File: src/rtl/brlsu_pkg.sv
`default_nettype none
package brlsu_pkg;

    // byte memory geometry, split into byte lanes so one access across the lanes covers any 8-byte span
    localparam int MEM_BYTES = 4096;
    localparam int ADDR_W    = $clog2(MEM_BYTES);
    localparam int NUM_LANES = 8;
    localparam int LANE_W    = $clog2(NUM_LANES);
    localparam int ROWS      = MEM_BYTES / NUM_LANES;
    localparam int ROW_W     = $clog2(ROWS);

    localparam int NUM_REGIONS   = 2;
    localparam bit NATIVE_LITTLE = 1'b1;

    // base + offset, offset known to fit 13 bits once the range check passes
    localparam int SUM_W = (ADDR_W > 14) ? ADDR_W : 14;

    // command queue between front and back
    localparam int QDEPTH = 2;
    localparam int QPTR_W = $clog2(QDEPTH);
    localparam int QCNT_W = $clog2(QDEPTH + 1);

    // stream widths
    localparam int IN_TDATA_W  = 144;
    localparam int OUT_TDATA_W = 64;
    localparam int CFG_IDX_W   = 3;
    localparam int CFG_DATA_W  = 13;

    // config register indexes
    localparam logic [CFG_IDX_W-1:0] CFG_R0_BASE  = 3'd0;
    localparam logic [CFG_IDX_W-1:0] CFG_R0_SIZE  = 3'd1;
    localparam logic [CFG_IDX_W-1:0] CFG_R0_WR    = 3'd2;
    localparam logic [CFG_IDX_W-1:0] CFG_R1_BASE  = 3'd3;
    localparam logic [CFG_IDX_W-1:0] CFG_R1_SIZE  = 3'd4;
    localparam logic [CFG_IDX_W-1:0] CFG_R1_WR    = 3'd5;
    localparam logic [CFG_IDX_W-1:0] CFG_BOUND    = 3'd6;

    localparam logic CMD_LOAD  = 1'b0;
    localparam logic CMD_STORE = 1'b1;

    localparam logic [1:0] ORDER_LITTLE = 2'd0;
    localparam logic [1:0] ORDER_NATIVE = 2'd2;

    typedef enum logic [2:0] {
        ST_OK         = 3'd0,
        ST_UNBOUND    = 3'd1,
        ST_READ_ONLY  = 3'd2,
        ST_RANGE      = 3'd3,
        ST_MISALIGNED = 3'd4
    } t_status;

    // classified access, as queued for the back end
    typedef struct packed {
        logic              cmd;
        t_status           status;
        logic [ADDR_W-1:0] addr;
        logic [1:0]        width_code;
        logic              little;
        logic              sext;
        logic [63:0]       data;
    } t_op;

endpackage
`default_nettype wire

File: src/rtl/brlsu_queue.sv
`default_nettype none
module brlsu_queue (
    input  wire logic           i_clk,
    input  wire logic           i_rst_n,
    input  wire logic           i_push,
    input  brlsu_pkg::t_op      i_op,
    output logic                o_full,
    input  wire logic           i_pop,
    output logic                o_empty,
    output brlsu_pkg::t_op      o_op
);
    import brlsu_pkg::*;

    t_op               r_q [QDEPTH];
    logic [QPTR_W-1:0] r_wr_ptr, r_rd_ptr;
    logic [QCNT_W-1:0] r_count;

    assign o_full  = (r_count == QCNT_W'(QDEPTH));
    assign o_empty = (r_count == '0);
    assign o_op    = r_q[r_rd_ptr];

    always_ff @(posedge i_clk) begin
        if (i_push) begin
            r_q[r_wr_ptr] <= i_op;
        end
    end

    always_ff @(posedge i_clk) begin
        if (!i_rst_n) begin
            r_wr_ptr <= '0;
            r_rd_ptr <= '0;
            r_count  <= '0;
        end else begin
            if (i_push) begin
                r_wr_ptr <= (r_wr_ptr == QPTR_W'(QDEPTH - 1)) ? '0 : r_wr_ptr + 1'b1;
            end
            if (i_pop) begin
                r_rd_ptr <= (r_rd_ptr == QPTR_W'(QDEPTH - 1)) ? '0 : r_rd_ptr + 1'b1;
            end
            r_count <= r_count + QCNT_W'(i_push) - QCNT_W'(i_pop);
        end
    end

    a_no_overflow: assert property (@(posedge i_clk) disable iff (!i_rst_n)
        (o_full && !i_pop) |-> !i_push)
        else $error("queue push while full");
    a_no_underflow: assert property (@(posedge i_clk) disable iff (!i_rst_n)
        i_pop |-> (r_count != '0))
        else $error("queue pop while empty");
    a_count_range: assert property (@(posedge i_clk) disable iff (!i_rst_n)
        r_count <= QCNT_W'(QDEPTH))
        else $error("queue count out of range");
endmodule
`default_nettype wire

File: config.mk
export PLATFORM = sky130hd
export DESIGN_NAME = brlsu_queue
export DESIGN_NICKNAME = d
export VERILOG_FILES = /design/src/rtl/brlsu_pkg.sv /design/src/rtl/brlsu_queue.sv
export SDC_FILE = /design/constraint.sdc
export NUM_CORES = 1
export LEC_CHECK = 0
export BUFFER_PORTS_ARGS = -buffer_cell sky130_fd_sc_hd__buf_2
export CAP_MARGIN = 20
export CORE_ASPECT_RATIO = 1.4
export CORE_MARGIN = 2
export CORE_UTILIZATION = 28
export CTS_CLUSTER_SIZE = 20
export DETAILED_ROUTE_END_ITERATION = 16
export PLACE_DENSITY = 0.57
export SYNTH_ARGS = -nofsm -noshare
export SYNTH_HDL_FRONTEND = slang
export SYNTH_SLANG_ARGS = --single-unit
File: constraint.sdc
create_clock -name i_clk -period 5.66 [get_ports i_clk]
set_input_delay 0.849 -clock i_clk [delete_from_list [all_inputs] [get_ports i_clk]]
set_output_delay 0.849 -clock i_clk [all_outputs]
set_load 0.02 [all_outputs]
==> results of run 1 <==
synthesized netlist by cell type:
cell type	count	share of area, %
buf_6	7	1.2
mux2_2	24	4.1
buf_2	2	0.15
dfxtp_1	5	1.5
inv_1	2	0.12
ha_1	2	0.38
nor2b_1	4	0.38
xor2_1	1	0.13
edfxtp_1	168	77
xnor3_1	1	0.34
and2_1	4	0.38
nor2_1	1	0.057
mux2_4	60	14
o21a_1	1	0.12
cells by family after synthesis:
family | count (synthesis) | share of synthesized area, %
AOI/OAI and AO/OA | 1 | 0.1150
xor gates and xnor gates | 2 | 0.4790
DFF | 173 | 78.79
buffers and inverters | 11 | 1.475
and+or+nand+nor | 9 | 0.8237
adders and majority gates | 2 | 0.3832
muxes | 84 | 17.93
flip-flops by register name, indices dropped and copies added, names as in the netlist, named ones only:
register / flops
r_count: 2
r_rd_ptr: 1
r_q: 168
r_wr_ptr: 1
metrics by stage:
step                area [sq um]  power, mW  cells  hold slack, ns  setup slack, ns
global route                8315      3.145    788          0.5854            2.011
finish                      8318      3.025    789          0.5788            2.176
global placement            7734      1.904    756          0.5615            2.627
floorplan                   6530      1.789    282          0.5546           0.5736
detailed placement          7734      1.913    756          0.5633            2.544
CTS                         8315      3.079    788          0.5787            2.092
power by group:
group	internal [mW]	leakage, nW	switching (mW)
sequential	1.48	1.62	0.0360
combinational	0.169	1.31	0.191
clock	0.690	0.271	0.459
total	2.34	3.20	0.685
placed cells by master, fill, tap and decap left out, drive strengths merged, types with 2 or more instances in the layout:
master	count
and2	4
buf	177
bufinv	3
clkbuf	20
clkinv	5
clkinvlp	3
dfxtp	5
edfxtp	168
ha	2
inv	3
mux2	84
nor2b	4
worst register-to-register path: stages, from the launching register on:
cell     delay [ns]
dfxtp_1        0.40
and2_4         0.49
buf_4          0.68
layer usage:
| metal | track usage (%) | part of all wire, % | wire length, um |
|---|---|---|---|
| met3 | 4.620 | 7.2 | 867 |
| met1 | 9.947 | 37 | 4456 |
| met4 | 4.258 | 1.6 | 191 |
| met2 | 18.22 | 54 | 6580 |
| met5 | 0 | 0.22 | 27 |
area by class of cell:
class,instances,area share (%)
Tap cell,306,4.603
Antenna cell,1,0.03008
Inverter,2,0.09025
Clock inverter,12,1.745
Timing Repair Buffer,177,10.77
Multi-Input combinational cell,98,15.61
Clock buffer,20,5.250
Sequential cell,173,61.90
final timing paths:
path / endpoint / slack [ns] / cells past startpoint
worst min-delay path: flip-flop / 0.58 / 2
worst max register to register: r_q[1][50] / 3.70 / 2
worst min register to register: flip-flop / 0.58 / 2
worst max-delay path: o_op[4] / 2.18 / 3
==> qor.csv, run 1 <==
metric;value;unit
cts_resized;0;
worstSkewPairLatency;0.42;ns
cp.required;4.81;ns
cts_setup_buffers;0;
cts_root_buffer;clkbuf_16;
worstHoldPathType;reg -> reg;
synth.distinct_cells;14;
netlist_instances;282;
crit_chain;buf_4 -> mux2_2 -> buf_2;
grt_remaining_overflow;0;
vias;3233;
io_pins;174;
row_count;66;
multi_input_area;0.001299;sq mm
drive_above_1_share;59.96;%
cp-end-kind;output port;
status;completed;
finalCritPeriodShare;61.56;%
slew_headroom;37.05;%
clk_pin_slew_worst_paths;0.06;ns
cts.sinks;173;
numPortBuffers;173;
syn_area;0.006530;sq mm
rsz0062_at_grt;false;
critPathLaunchType;flip-flop;
antenna_found_initial;3;
die_h;184.7;um
htreeDepth;4;
fmax;287.0;MHz
nets;559;
ctsLongestPathBuffers;2;
detail-route-antenna-nets;0;
post-route-drc-count;0;
utilization;36.10;%
gp_congestion;0.6563;
grt_max_degree;52;
die_area;0.02458;sq mm
first_iter_violations;100;
setup_violations;0;
cts_tree;built;
critPathKind;reg -> out;
regArea;0.005149;sq mm
cts_made_buffers;17;
tightest_slew;0.9443;ns
grt_first_pass_wirelength;18250;um
fin_skew;0.006223;ns
ys_seq_area_share;78.79;%
worstPathArrival;2.64;ns
ctsHoldBuffers;0;
crit_slowest_cell;dfxtp_4;
syn_nets;372;
path_max_fanout;51;
rr_startpoint;r_wr_ptr;
first_pass_iters;4;
start_util;28.34;%
fillers;2165;
hold_violations;0;
crit_path_max_incr_delay;0.93;ns
synth_seq_cells;173;
path_delay_family;flip-flops;
finalCriticalPeriod;3.484;ns
avgSynthCellArea;23.16;sq um
path_buf_inv;2;
cap_violations;0;
worstHoldStart;r_rd_ptr;
yosysWarnings;0;
wl_per_cell;15.37;um
area_delta_synth_final;27.38;%
dp_hpwl;8164;um
wirelength;12120;um
grt_pass1_vias;3511;
coreArea;0.02304;sq mm
p_leak;3.203;nW
vdd_drop_max;0.1976;mV
maxSlewViolCount;0;
post_drt_via_cell_ratio;4.098;
die_x;133.1;um
power_density;363.7;mW/mm^2
grt.total_usage;10.09;%
fin_tns_setup;0;ns
Power figures use the tool's default switching activity.
==> run 2: changes to the inputs <==
ABC_AREA = 1   (was default)
clock period = 3.6 ns   (was 5.66 ns; I/O delays follow)
==> run 2 against run 1 <==
Effect of this change:
- combinational power grew 43%
- sequential power grew 57%
- largest cell class unchanged
- non-clock buffer count grew 1
==> qor.csv, run 2 <==
metric;value;unit
drive_above_1_share;59.80;%
dp_hpwl;8629;um
worstPathArrival;2.15;ns
cp-end-kind;output port;
area_delta_synth_final;28.86;%
yosysTopAreaCellShare;77.26;%
detail-route-antenna-nets;0;
avgSynthCellArea;22.21;sq um
regArea;0.005149;sq mm
hold_violations;0;
post-route-drc-count;0;
htreeDepth;4;
syn_area;0.006530;sq mm
clk_pin_slew_worst_paths;0.07;ns
yosysMostFrequentCell;edfxtp_1;
row_count;66;
grt_remaining_overflow;0;
fin_skew;0.01153;ns
worstHoldPathType;in -> reg;
rsz0062_at_grt;false;
grt_first_pass_wirelength;19090;um
fillers;2167;
cts_tree;built;
async_flop_share;0;%
p_leak;3.279;nW
cts_made_buffers;17;
numPortBuffers;173;
path_max_fanout;37;
synth_top_cell_by_area;edfxtp_1;
top_regs;r_q: 168 flops, r_count: 2 flops;
ctsHoldBuffers;0;
antenna_found_initial;1;
post_drt_via_cell_ratio;4.114;
wirelength;12630;um
final_cell_mix;173 x buf_2, 168 x edfxtp_1, 60 x mux2_4, 24 x mux2_2, 17 x clkbuf_16;
cts.sinks;173;
cts_resized;0;
fmax;371.4;MHz
synth.cells.most_frequent;168 x edfxtp_1, 60 x mux2_4, 24 x mux2_2;
gp_congestion;0.7173;
maxSlewViolCount;0;
multi_input_area;0.001277;sq mm
vias;3295;
grt_max_degree;48;
cts_root_buffer;clkbuf_16;
wl_per_cell;15.77;um
setup_violations;0;
synth_seq_cells;173;
fin_tns_setup;0;ns
critPathKind;reg -> out;
vdd_drop_max;0.2832;mV
layout_commonest_cell;buf_2;
ctsLongestPathBuffers;2;
power_density;574.2;mW/mm^2
cap_violations;0;
cp.required;3.06;ns
place_area;0.007774;sq mm
grt_pass1_vias;3657;
io_pins;174;
first_iter_violations;116;
finalCriticalPeriod;2.692;ns
die_x;133.1;um
tightest_slew;0.6839;ns
largest_register_ffs;168;
netlist_instances;294;
worstSkewPairLatency;0.42;ns
grt.total_usage;10.51;%
num_antenna_cells;0;
synth.distinct_cells;12;
synthTopCellsByArea;edfxtp_1 77%, mux2_4 14%, mux2_2 4.1%, dfxtp_1 1.5%, buf_6 1.2%;
coreArea;0.02304;sq mm
critPathLaunchType;flip-flop;
largest_register;r_q;
die_area;0.02458;sq mm
syn_nets;384;
cts_setup_buffers;0;
die_h;184.7;um
ys.flop_type;edfxtp_1;
slew_headroom;54.41;%
synth_edf_count;168;
start_util;28.34;%
status;completed;
ys_seq_area_share;78.79;%
post-route-cell-area;0.008414;sq mm
first_pass_iters;4;
finalCritPeriodShare;74.78;%
nets;572;
yosysWarnings;0;
-- run 2: routing by layer --
metal	GRT usage, %	part of all wire (%)	wire (um)	vias to the layer above
met3	3.905	5.5	693	20
met4	4.817	2.1	265	2
met1	10.70	37	4630	1641
met2	19.05	56	7026	115
li1	-	-	-	1517
met5	0	0.10	13	-
-- run 2: worst max-delay path, stage by stage, from the launching register on --
cell and delay, ns:
dfxtp_4 0.79, buf_4 0.42, mux2_4 0.34, buf_2 0.16
-- run 2: cell families (layout without fill, tap and decap cells) --
family / count (synthesis) / after routing / synth area share, %
flip-flops: 173 / 173 / 78.79
multiplexers: 84 / 84 / 17.93
AND/OR/NAND/NOR: 18 / 18 / 1.054
buffers and inverters: 16 / 217 / 1.763
adder cells (fa/ha/maj): 2 / 2 / 0.3832
AO/OA/AOI/OAI: 1 / 1 / 0.07657
-- run 2: stage by stage --
| step | utilization (%) | worst slack, ns | hold WS (ns) | power (mW) | instances |
|---|---|---|---|---|---|
| 2_1_floorplan | - | 0.4308 | 0.4635 | 2.751 | 294 |
| 3_3_place_gp | 33.62 | 1.355 | 0.4780 | 2.921 | 768 |
| 3_5_place_dp | 33.74 | 1.311 | 0.4931 | 2.945 | 769 |
| 4_1_cts | 36.52 | 0.8363 | 0.2734 | 4.912 | 801 |
| 5_1_grt | 36.52 | 0.7701 | 0.2781 | 5.021 | 801 |
| 6_report | 36.52 | 0.9078 | 0.3036 | 4.832 | 801 |
-- run 2: final timing paths --
path | from | end | slack, ns | cells after the start
setup / recovery | flip-flop | o_op[62] | 0.91 | 3
hold / removal | i_op[82] | r_q[0][82] | 0.30 | 1
setup reg to reg | r_wr_ptr | r_q[1][34] | 1.94 | 3
hold reg to reg | r_rd_ptr | r_rd_ptr | 0.51 | 2
-- run 2: area by class of cell --
class	instances	area share, %
repair buffers	178	11.12
clock inverters	12	2.186
well taps	306	4.550
inverters	7	0.3420
multi-input cells	105	15.18
flip-flops and latches	173	61.19
clock buffers	20	5.428
-- run 2: report_power, final --
part           internal (mW)  leakage, nW  switching [mW]
sequential              2.33         1.62          0.0454
combinational          0.229         1.35           0.284
clock                   1.21        0.307           0.737
total                   3.76         3.28            1.07
