File: config.mk
export PLATFORM = sky130hd
export DESIGN_NAME = brlsu_front
export DESIGN_NICKNAME = d
export VERILOG_FILES = /design/src/rtl/brlsu_pkg.sv /design/src/rtl/brlsu_front.sv
export SDC_FILE = /design/constraint.sdc
export NUM_CORES = 1
export LEC_CHECK = 0
export BUFFER_PORTS_ARGS = -buffer_cell sky130_fd_sc_hd__buf_2
export CAP_MARGIN = 20
export CORE_MARGIN = 5
export CORE_UTILIZATION = 40
export DETAILED_ROUTE_END_ITERATION = 10
export PLACE_DENSITY_LB_ADDON = 0.15
export SLEW_MARGIN = 15
export SYNTH_ARGS = -nofsm -noshare
export SYNTH_HDL_FRONTEND = slang
export SYNTH_SLANG_ARGS = --single-unit
File: constraint.sdc
create_clock -name i_clk -period 3.04 [get_ports i_clk]
set_input_delay 0.304 -clock i_clk [delete_from_list [all_inputs] [get_ports i_clk]]
set_output_delay 0.304 -clock i_clk [all_outputs]
set_load 0.005 [all_outputs]
File: src/rtl/brlsu_pkg.sv
`default_nettype none
package brlsu_pkg;

    // byte memory geometry, split into byte lanes so one access across the lanes covers any 8-byte span
    localparam int MEM_BYTES = 4096;
    localparam int ADDR_W    = $clog2(MEM_BYTES);
    localparam int NUM_LANES = 8;
    localparam int LANE_W    = $clog2(NUM_LANES);
    localparam int ROWS      = MEM_BYTES / NUM_LANES;
    localparam int ROW_W     = $clog2(ROWS);

    localparam int NUM_REGIONS   = 2;
    localparam bit NATIVE_LITTLE = 1'b1;

    // base + offset, offset known to fit 13 bits once the range check passes
    localparam int SUM_W = (ADDR_W > 14) ? ADDR_W : 14;

    // command queue between front and back
    localparam int QDEPTH = 2;
    localparam int QPTR_W = $clog2(QDEPTH);
    localparam int QCNT_W = $clog2(QDEPTH + 1);

    // stream widths
    localparam int IN_TDATA_W  = 144;
    localparam int OUT_TDATA_W = 64;
    localparam int CFG_IDX_W   = 3;
    localparam int CFG_DATA_W  = 13;

    // config register indexes
    localparam logic [CFG_IDX_W-1:0] CFG_R0_BASE  = 3'd0;
    localparam logic [CFG_IDX_W-1:0] CFG_R0_SIZE  = 3'd1;
    localparam logic [CFG_IDX_W-1:0] CFG_R0_WR    = 3'd2;
    localparam logic [CFG_IDX_W-1:0] CFG_R1_BASE  = 3'd3;
    localparam logic [CFG_IDX_W-1:0] CFG_R1_SIZE  = 3'd4;
    localparam logic [CFG_IDX_W-1:0] CFG_R1_WR    = 3'd5;
    localparam logic [CFG_IDX_W-1:0] CFG_BOUND    = 3'd6;

    localparam logic CMD_LOAD  = 1'b0;
    localparam logic CMD_STORE = 1'b1;

    localparam logic [1:0] ORDER_LITTLE = 2'd0;
    localparam logic [1:0] ORDER_NATIVE = 2'd2;

    typedef enum logic [2:0] {
        ST_OK         = 3'd0,
        ST_UNBOUND    = 3'd1,
        ST_READ_ONLY  = 3'd2,
        ST_RANGE      = 3'd3,
        ST_MISALIGNED = 3'd4
    } t_status;

    // classified access, as queued for the back end
    typedef struct packed {
        logic              cmd;
        t_status           status;
        logic [ADDR_W-1:0] addr;
        logic [1:0]        width_code;
        logic              little;
        logic              sext;
        logic [63:0]       data;
    } t_op;

endpackage
`default_nettype wire

File: src/rtl/brlsu_front.sv
`default_nettype none
module brlsu_front (
    input  wire logic                               i_clk,
    input  wire logic                               i_rst_n,
    input  wire logic                               i_cfg_we,
    input  wire logic [brlsu_pkg::CFG_IDX_W-1:0]    i_cfg_index,
    input  wire logic [brlsu_pkg::CFG_DATA_W-1:0]   i_cfg_data,
    input  wire logic                               i_valid,
    output logic                                    o_ready,
    input  wire logic [brlsu_pkg::IN_TDATA_W-1:0]   i_tdata,
    input  wire logic                               i_tuser,
    input  wire logic                               i_q_full,
    input  wire logic                               i_mem_ready,
    output logic                                    o_push,
    output brlsu_pkg::t_op                          o_op
);
    import brlsu_pkg::*;

    logic [11:0] r_base0, r_base1;
    logic [12:0] r_size0, r_size1;
    logic        r_wr0, r_wr1;
    logic [1:0]  r_bound;

    always_ff @(posedge i_clk) begin
        if (!i_rst_n) begin
            r_base0 <= '0;
            r_size0 <= '0;
            r_wr0   <= 1'b0;
            r_base1 <= '0;
            r_size1 <= '0;
            r_wr1   <= 1'b0;
            r_bound <= '0;
        end else if (i_cfg_we) begin
            unique case (i_cfg_index)
                CFG_R0_BASE: r_base0 <= i_cfg_data[11:0];
                CFG_R0_SIZE: r_size0 <= i_cfg_data[12:0];
                CFG_R0_WR:   r_wr0   <= i_cfg_data[0];
                CFG_R1_BASE: r_base1 <= i_cfg_data[11:0];
                CFG_R1_SIZE: r_size1 <= i_cfg_data[12:0];
                CFG_R1_WR:   r_wr1   <= i_cfg_data[0];
                CFG_BOUND:   r_bound <= i_cfg_data[1:0];
                default: ;
            endcase
        end
    end

    // field slices of the input word
    logic [1:0]  w_region, w_wc, w_order;
    logic [6:0]  w_align, w_mask;
    logic        w_sext;
    logic [63:0] w_offset, w_sdata;

    assign w_region = i_tdata[1:0];
    assign w_wc     = i_tdata[3:2];
    assign w_align  = i_tdata[10:4];
    assign w_order  = i_tdata[12:11];
    assign w_sext   = i_tdata[13];
    assign w_offset = i_tdata[77:14];
    assign w_sdata  = i_tdata[141:78];

    logic [1:0]       w_bound;
    logic [11:0]      w_base;
    logic [12:0]      w_size;
    logic             w_wr;
    logic [3:0]       w_nbytes;
    logic [13:0]      w_end;
    logic [SUM_W-1:0] w_sum;
    t_status          w_status;

    assign w_bound  = (r_bound > 2'(NUM_REGIONS)) ? 2'(NUM_REGIONS) : r_bound;
    assign w_base   = w_region[0] ? r_base1 : r_base0;
    assign w_size   = w_region[0] ? r_size1 : r_size0;
    assign w_wr     = w_region[0] ? r_wr1 : r_wr0;
    assign w_nbytes = 4'd1 << w_wc;
    assign w_end    = 14'(w_offset[12:0]) + 14'(w_nbytes);
    assign w_sum    = SUM_W'(w_base) + SUM_W'(w_offset[12:0]);
    assign w_mask   = w_align - 7'd1;

    // checks in priority order
    always_comb begin
        if (w_region >= w_bound) begin
            w_status = ST_UNBOUND;
        end else if (i_tuser == CMD_STORE && !w_wr) begin
            w_status = ST_READ_ONLY;
        end else if ((|w_offset[63:13]) || (w_end > 14'(w_size))) begin
            w_status = ST_RANGE;
        end else if (w_align == 7'd0 || (w_sum[6:0] & w_mask) != 7'd0) begin
            w_status = ST_MISALIGNED;
        end else begin
            w_status = ST_OK;
        end
    end

    assign o_ready = i_mem_ready && !i_q_full;
    assign o_push  = i_valid && o_ready;

    always_comb begin
        o_op.cmd        = i_tuser;
        o_op.status     = w_status;
        o_op.addr       = w_sum[ADDR_W-1:0];
        o_op.width_code = w_wc;
        o_op.little     = (w_order == ORDER_LITTLE) ||
                          (w_order == ORDER_NATIVE && NATIVE_LITTLE);
        o_op.sext       = w_sext;
        o_op.data       = w_sdata;
    end
endmodule
`default_nettype wire

==> flow_summary.json, run 1 <==
{
  "outcome": "finished, violations left",
  "violations": "negative setup slack",
  "numCtsBuffers": 5,
  "antenna_found_initial": 1,
  "cts_tree": "yes",
  "routed_wirelength_mm": 12.9,
  "r2r-start": "r_base1[10]$_SDFFE_PN0P_",
  "synth_top_area_frac": 0.253,
  "end_kind": "output pin",
  "grt_use_total": 0.193,
  "cts_buffer_depth": 2,
  "grt_first_pass_wirelength_mm": 19.6,
  "drt-vias-per-instance": 5.18,
  "synth.distinct_cells": 50,
  "synth.area.top_cells": "dfxtp_1 (25%), buf_4 (12%), nand2_1 (9.6%)",
  "fin_worst_skew_ns": 0,
  "drt_pass1_iterations": 4,
  "fin_ws_ns": -0.267,
  "critPathCapture": "o_op[82]",
  "critPathArrivalTime_ns": 3.00,
  "syn_area_per_cell_sq_um": 8.04,
  "place_congestion": 0.950,
  "synth_top_family_by_area": "simple AND/OR/NAND/NOR gates",
  "dp_cells": 733,
  "pin_count": 253,
  "synth_enable_flop_cells": 0,
  "cp_top_family": "simple AND/OR/NAND/NOR gates",
  "coreArea_sq_mm": 0.0104,
  "io_buffers": 119,
  "place_ws_ns": -0.475,
  "fp.dieH_um": 113,
  "synth_xor_xnor_area_share": 0.0451,
  "maxSlewViolCount": 0,
  "pwr-share-comb": 0.263,
  "min_path_type": "input pin to flop",
  "final_cell_mix": "buf_2 (117), nand2_1 (109), dfxtp_1 (52)",
  "crit_path_start_kind": "input pin",
  "die_w_um": 113,
  "intPower_w": 0.00118,
  "power_density_mw_per_mm2": 325,
  "synth_fa_ha_area_frac": 0.100,
  "period_share": 1.09,
  "seq_area_frac_synth": 0.253,
  "syn-instance-count": 532,
  "cts_sinks": 54,
  "grt_setup_unrepaired": "true",
  "synthArstFlopShare": 0,
  "peakVddDrop_mv": 0.267,
  "r2r_slack_ns": 2.38,
  "crit_required_ns": 2.74,
  "switchingPower_w": 0.000462,
  "tns_ns": -0.741,
  "cp_slowest_cell": "nor4_2",
  "r2r_end": "r_base1[10]$_SDFFE_PN0P_",
  "grt_max_degree": 55,
  "clk_latency_ns": 0.30,
  "crit_type": "input pin to output pin",
  "ys_seq_elements": 54,
  "via_count": 3872,
  "route.detailed.drc": 0,
  "clkTransAtPathRegs_ns": 0.10,
  "pwr-share-seq": 0.443,
  "ant_nets": 0,
  "dieArea_sq_mm": 0.0129,
  "setup_viol": 3,
  "grt_overflow": 0,
  "p_leak_nw": 2.19,
  "drive_gt1_frac": 0.343,
  "cp_num_cells": 18,
  "r2r_cells": 2,
  "cpPeakStageDelay_ns": 0.34,
  "fin_crit_ns": 3.31,
  "critPathLaunch": "i_tdata[2]",
  "timing.hold.ws_ns": 0.255,
  "synth_compound_area_frac": 0.160,
  "path_cells": "buf_8 > nor2_4 > ha_4 > inv_2 > fa_2 > nor2b_1 > o21ai_1 > nand2b_1 > nand3_2 > buf_6 > xnor2_2 > ha_1 > nand4_1 > nor4_2 > a31oi_2 > nor3_2 > o211a_1 > buf_2",
  "fmax_ghz": 0.302,
  "yosysWarningCount": 0,
  "instances_no_fill": 747,
  "rows": 37,
  "switching_share": 0.281,
  "muxShareOfSynthArea": 0.0735,
  "dpl.hpwl_mm": 10.3,
  "final_common_cell": "buf_2",
  "crit_buf_inv": 4,
  "synth_ff_type": "dfxtp_1",
  "synth_area_leader_cell": "dfxtp_1",
  "syn_area_sq_mm": 0.00428,
  "synth-simple-area-share": 0.221,
  "hold_viol_final": 0,
  "fillerInstances": 1068,
  "maxCapViolations": 0,
  "power.share.clock": 0.294,
  "max_slew_margin": 0.489,
  "syn_nets": 732,
  "grt_pass1_vias": 3872,
  "cts_max_level": 2,
  "wl_per_cell_um": 17.3,
  "worst_pin_slew_ns": 0.766,
  "layout.nets": 809,
  "drtIter0Drc": 156,
  "critPathMaxFanout": 4,
  "area_delta_synth_final_pct": 18.6,
  "clock-root-buffer": "clkbuf_8",
  "initial_utilization": 0.412
}
==> how the worst min path moves through the flow <==
stage,from,cells past startpoint,end
finish,i_cfg_data[12],3,r_size0[12]$_SDFFE_PN0P_
CTS,i_cfg_data[12],3,r_size0[12]$_SDFFE_PN0P_
global placement,r_base1[0]$_SDFFE_PN0P_,2,r_base1[0]$_SDFFE_PN0P_
detailed placement,r_base1[5]$_SDFFE_PN0P_,2,r_base1[5]$_SDFFE_PN0P_
global route,i_cfg_data[12],3,r_size0[12]$_SDFFE_PN0P_
floorplan,r_base1[10]$_SDFFE_PN0P_,2,r_base1[10]$_SDFFE_PN0P_
==> flip-flops by register name (all words and copies together), names as in the netlist <==
| register | count |
|---|---|
| r_size1 | 13 |
| r_size0 | 13 |
| r_wr1 | 1 |
| r_base0 | 12 |
| r_bound | 2 |
| r_wr0 | 1 |
| r_base1 | 12 |
==> cells in the mapped netlist, types with 2 or more instances <==
library cell / n
mux2_2: 11
or4_1: 2
and2_1: 6
nand2b_1: 6
nand3_1: 12
dfxtp_1: 54
o21ai_0: 6
nor4_1: 15
nand4_1: 8
xnor2_1: 11
a21boi_0: 51
mux2i_1: 19
inv_1: 16
a21oi_1: 14
and3_1: 3
ha_1: 31
a21o_1: 2
nand2_1: 109
xor2_1: 11
o211ai_1: 2
or2_2: 2
buf_4: 68
o31ai_1: 2
nor2b_1: 15
clkbuf_1: 15
o21a_1: 4
nor2_1: 10
fa_1: 2
nor3_1: 4
==> through the flow <==
stage	power, W	instance area (sq um)	utilization
after global routing	0.00174	5070	0.489
after floorplan	0.00101	4280	-
after detailed placement	0.00114	4700	0.453
final	0.00165	5070	0.489
after CTS	0.00165	4980	0.480
after global placement	0.00113	4700	0.453
==> repair_timing <==
item                                    4_1_cts  5_1_grt
pin swaps                                    23       18
resized for setup                            31       20
gates cloned                                  0        0
hold endpoints to repair                      0        0
setup buffers                                 4        1
hold buffers                                  0        0
endpoints found under the setup margin        5        5
==> final cells by class <==
cell class / instances / area [sq um] / area share
antenna: 1 / 2.50 / 0.000494
clock buffer: 6 / 72.6 / 0.0143
clock inverter: 2 / 37.5 / 0.00741
inverter: 16 / 60.1 / 0.0118
multi-input combinational: 378 / 2740 / 0.541
sequential: 54 / 1080 / 0.214
tap: 136 / 170 / 0.0336
timing repair buffer: 154 / 901 / 0.178
==> routing by layer <==
| metal | global-route usage | up-vias | wire length [um] |
|---|---|---|---|
| li1 | - | 1909 | - |
| met1 | 0.229 | 1780 | 5280 |
| met2 | 0.345 | 160 | 6390 |
| met3 | 0.0419 | 23 | 961 |
| met4 | 0.0625 | 0 | 280 |
| met5 | 0 | - | 0 |
==> cells by family after synthesis <==
| logic type | count (synthesis) |
|---|---|
| xor+xnor | 22 |
| mux | 30 |
| compound gates | 95 |
| buf+inv | 100 |
| flops | 54 |
| simple gates | 198 |
| fa+ha+maj | 33 |
==> power by group through the flow <==
stage	Sequential [W]	Clock, W	Combinational (W)
after CTS	0.000729	0.000496	0.000423
after global routing	0.000731	0.000528	0.000478
after global placement	0.000745	0	0.000384
after floorplan	0.000743	0	0.000271
final	0.000729	0.000484	0.000432
after detailed placement	0.000745	0	0.000392
==> tightest hold or removal path, delay by kind of cell <==
kind | cells | cell delay [ns]
AND/OR/NAND/NOR | 1 | 0.04
buffers and inverters | 1 | 0.11
AO/OA/AOI/OAI | 1 | 0.06
Power figures use the tool's default switching activity.
==> run 2: changes to the inputs <==
--- a/config.mk
+++ b/config.mk
@@ -8,7 +8,7 @@
 export BUFFER_PORTS_ARGS = -buffer_cell sky130_fd_sc_hd__buf_2
 export CAP_MARGIN = 20
 export CORE_MARGIN = 5
-export CORE_UTILIZATION = 40
+export CORE_UTILIZATION = 45
 export DETAILED_ROUTE_END_ITERATION = 10
 export PLACE_DENSITY_LB_ADDON = 0.15
 export SLEW_MARGIN = 15
==> constraint.sdc (replaced) <==
create_clock -name i_clk -period 3.15 [get_ports i_clk]
set_input_delay 0.315 -clock i_clk [delete_from_list [all_inputs] [get_ports i_clk]]
set_output_delay 0.315 -clock i_clk [all_outputs]
set_load 0.005 [all_outputs]
==> flow_summary.json, run 2 (same netlist as run 1, synthesis figures left out) <==
{
  "wl_per_cell_um": 16.5,
  "max_slew_margin": 0.474,
  "grt_use_total": 0.200,
  "cts_tree": "yes",
  "place_congestion": 0.829,
  "critPathArrivalTime_ns": 3.10,
  "hp-start": "i_cfg_data[12]",
  "critPathMaxFanout": 4,
  "cp_top_family": "simple AND/OR/NAND/NOR gates",
  "setup_viol": 3,
  "drive_gt1_frac": 0.340,
  "grt_first_pass_wirelength_mm": 18.3,
  "grt_pass1_vias": 3622,
  "via_count": 3821,
  "path_common_cell": "nand4_1",
  "power_density_mw_per_mm2": 316,
  "crit_required_ns": 2.83,
  "period_share": 1.09,
  "drt_pass1_iterations": 5,
  "clk_latency_ns": 0.30,
  "worst_pin_slew_ns": 0.789,
  "dpl.hpwl_mm": 9.55,
  "pin_count": 253,
  "numCtsBuffers": 5,
  "layout.nets": 807,
  "drtIter0Drc": 160,
  "cts_sinks": 54,
  "dp_cells": 726,
  "p_leak_nw": 2.21,
  "grt_setup_unrepaired": "true",
  "cpPeakStageDelay_ns": 0.32,
  "hold_viol_final": 0,
  "maxCapViolations": 0,
  "crit_type": "input pin to output pin",
  "top_regs": "r_size0: 13 flops, r_size1: 13 flops",
  "rows": 35,
  "routed_wirelength_mm": 12.2,
  "peakVddDrop_mv": 0.244,
  "cts_max_level": 2,
  "end_kind": "output pin",
  "cts_buffer_depth": 2,
  "final_cell_mix": "buf_2 (117), nand2_1 (109), dfxtp_1 (53)",
  "timing.hold.ws_ns": 0.260,
  "r2r-start": "r_size0[2]$_SDFFE_PN0P_",
  "path_cells": "buf_6 > buf_6 > and2_1 > ha_1 > nand4_1 > o211ai_1 > buf_4 > nand4_1 > xnor2_1 > ha_1 > nand4_1 > buf_4 > nor4_4 > a31oi_4 > nor3_2 > o211a_1 > buf_2",
  "fin_worst_skew_ns": 0,
  "fp.dieH_um": 107,
  "area_delta_synth_final_pct": 18.0,
  "ant_nets": 0,
  "final_common_cell": "buf_2",
  "die_w_um": 107,
  "min_path_type": "input pin to flop",
  "insertedDiodeCount": 0,
  "clkTransAtPathRegs_ns": 0.10,
  "fmax_ghz": 0.292,
  "initial_utilization": 0.463,
  "outcome": "finished, violations left",
  "r2r_cells": 2,
  "instances_no_fill": 737,
  "cp_slowest_cell": "ha_1",
  "r2r_slack_ns": 2.47,
  "min_delay_worst_endpoint": "r_size1[12]$_SDFFE_PN0P_",
  "tns_ns": -0.673,
  "fin_ws_ns": -0.269,
  "cp_num_cells": 17,
  "whs_path_depth": 3,
  "maxSlewViolCount": 0,
  "io_buffers": 119,
  "clock-root-buffer": "clkbuf_8",
  "crit_path_start_kind": "input pin",
  "r2r_end": "r_size0[2]$_SDFFE_PN0P_",
  "dieArea_sq_mm": 0.0115,
  "route.detailed.drc": 0,
  "fin_crit_ns": 3.42,
  "hold_buffers": 0,
  "grt_max_degree": 55,
  "violations": "negative setup slack",
  "grt_overflow": 0,
  "coreArea_sq_mm": 0.00924,
  "drt-vias-per-instance": 5.18,
  "crit_buf_inv": 5,
  "antenna_found_initial": 0
}
-- run 2: changes by cell type in the layout (fill, tap and decap cells not counted), sizes merged --
cell / delta
clkinv: +1
clkinvlp: -1
clkbuf: -1
diode: -1
buf: -2
inv: +1
-- run 2: what timing repair did --
item | CTS | global route
buffers inserted | 3 | 1
gates resized for setup | 33 | 17
setup endpoints to repair | 4 | 5
pin swaps | 20 | 17
-- run 2: metrics by stage --
stage          power (W)  instance area (sq um)   util  worst slack (ns)
2_1_floorplan   0.000978                   4280      -            0.0491
3_3_place_gp     0.00109                   4690  0.507            -0.341
3_5_place_dp     0.00109                   4690  0.507            -0.458
4_1_cts          0.00159                   4940  0.535            -0.244
5_1_grt          0.00168                   5040  0.546            -0.431
6_report         0.00159                   5040  0.546            -0.269
-- run 2: worst max-delay path by stage --
stage          slack [ns]       start  endpoint
2_1_floorplan        0.05  i_tdata[0]  o_op[79]
3_3_place_gp        -0.34  i_tdata[3]  o_op[82]
4_1_cts             -0.24  i_tdata[3]  o_op[82]
3_5_place_dp        -0.46  i_tdata[3]  o_op[82]
5_1_grt             -0.43  i_tdata[2]  o_op[82]
6_report            -0.27  i_tdata[2]  o_op[82]
-- run 2: worst min-delay path: cells and delay by family --
family	cells	cell delay, ns
AND/OR/NAND/NOR	1	0.04
AO/OA/AOI/OAI	1	0.06
buffers and inverters	1	0.10
-- run 2: power by group --
group / total (W) / leakage (nW) / internal (W) / switching [W]
combinational: 0.000417 / 1.71 / 0.000207 / 0.000210
clock: 0.000471 / 0.0585 / 0.000239 / 0.000233
sequential: 0.000703 / 0.437 / 0.000697 / 0.00000665
total: 0.00159 / 2.21 / 0.00114 / 0.000449
-- run 2: area by class of cell --
cell class / instances / area [sq um]
multi-input cells: 378 / 2760
inverters: 16 / 60.1
flip-flops and latches: 54 / 1080
repair buffers: 152 / 871
well taps: 129 / 161
fillers: 899 / 4200
clock inverters: 3 / 43.8
clock buffers: 5 / 68.8
-- run 2: per-layer routing --
layer | GRT usage | share of wire | vias up | wire length (um)
li1 | - | - | 1905 | -
met1 | 0.244 | 0.41 | 1744 | 5030
met2 | 0.358 | 0.49 | 163 | 5930
met3 | 0.0510 | 0.089 | 9 | 1080
met4 | 0.0352 | 0.010 | 0 | 125
met5 | 0 | 0 | - | 0
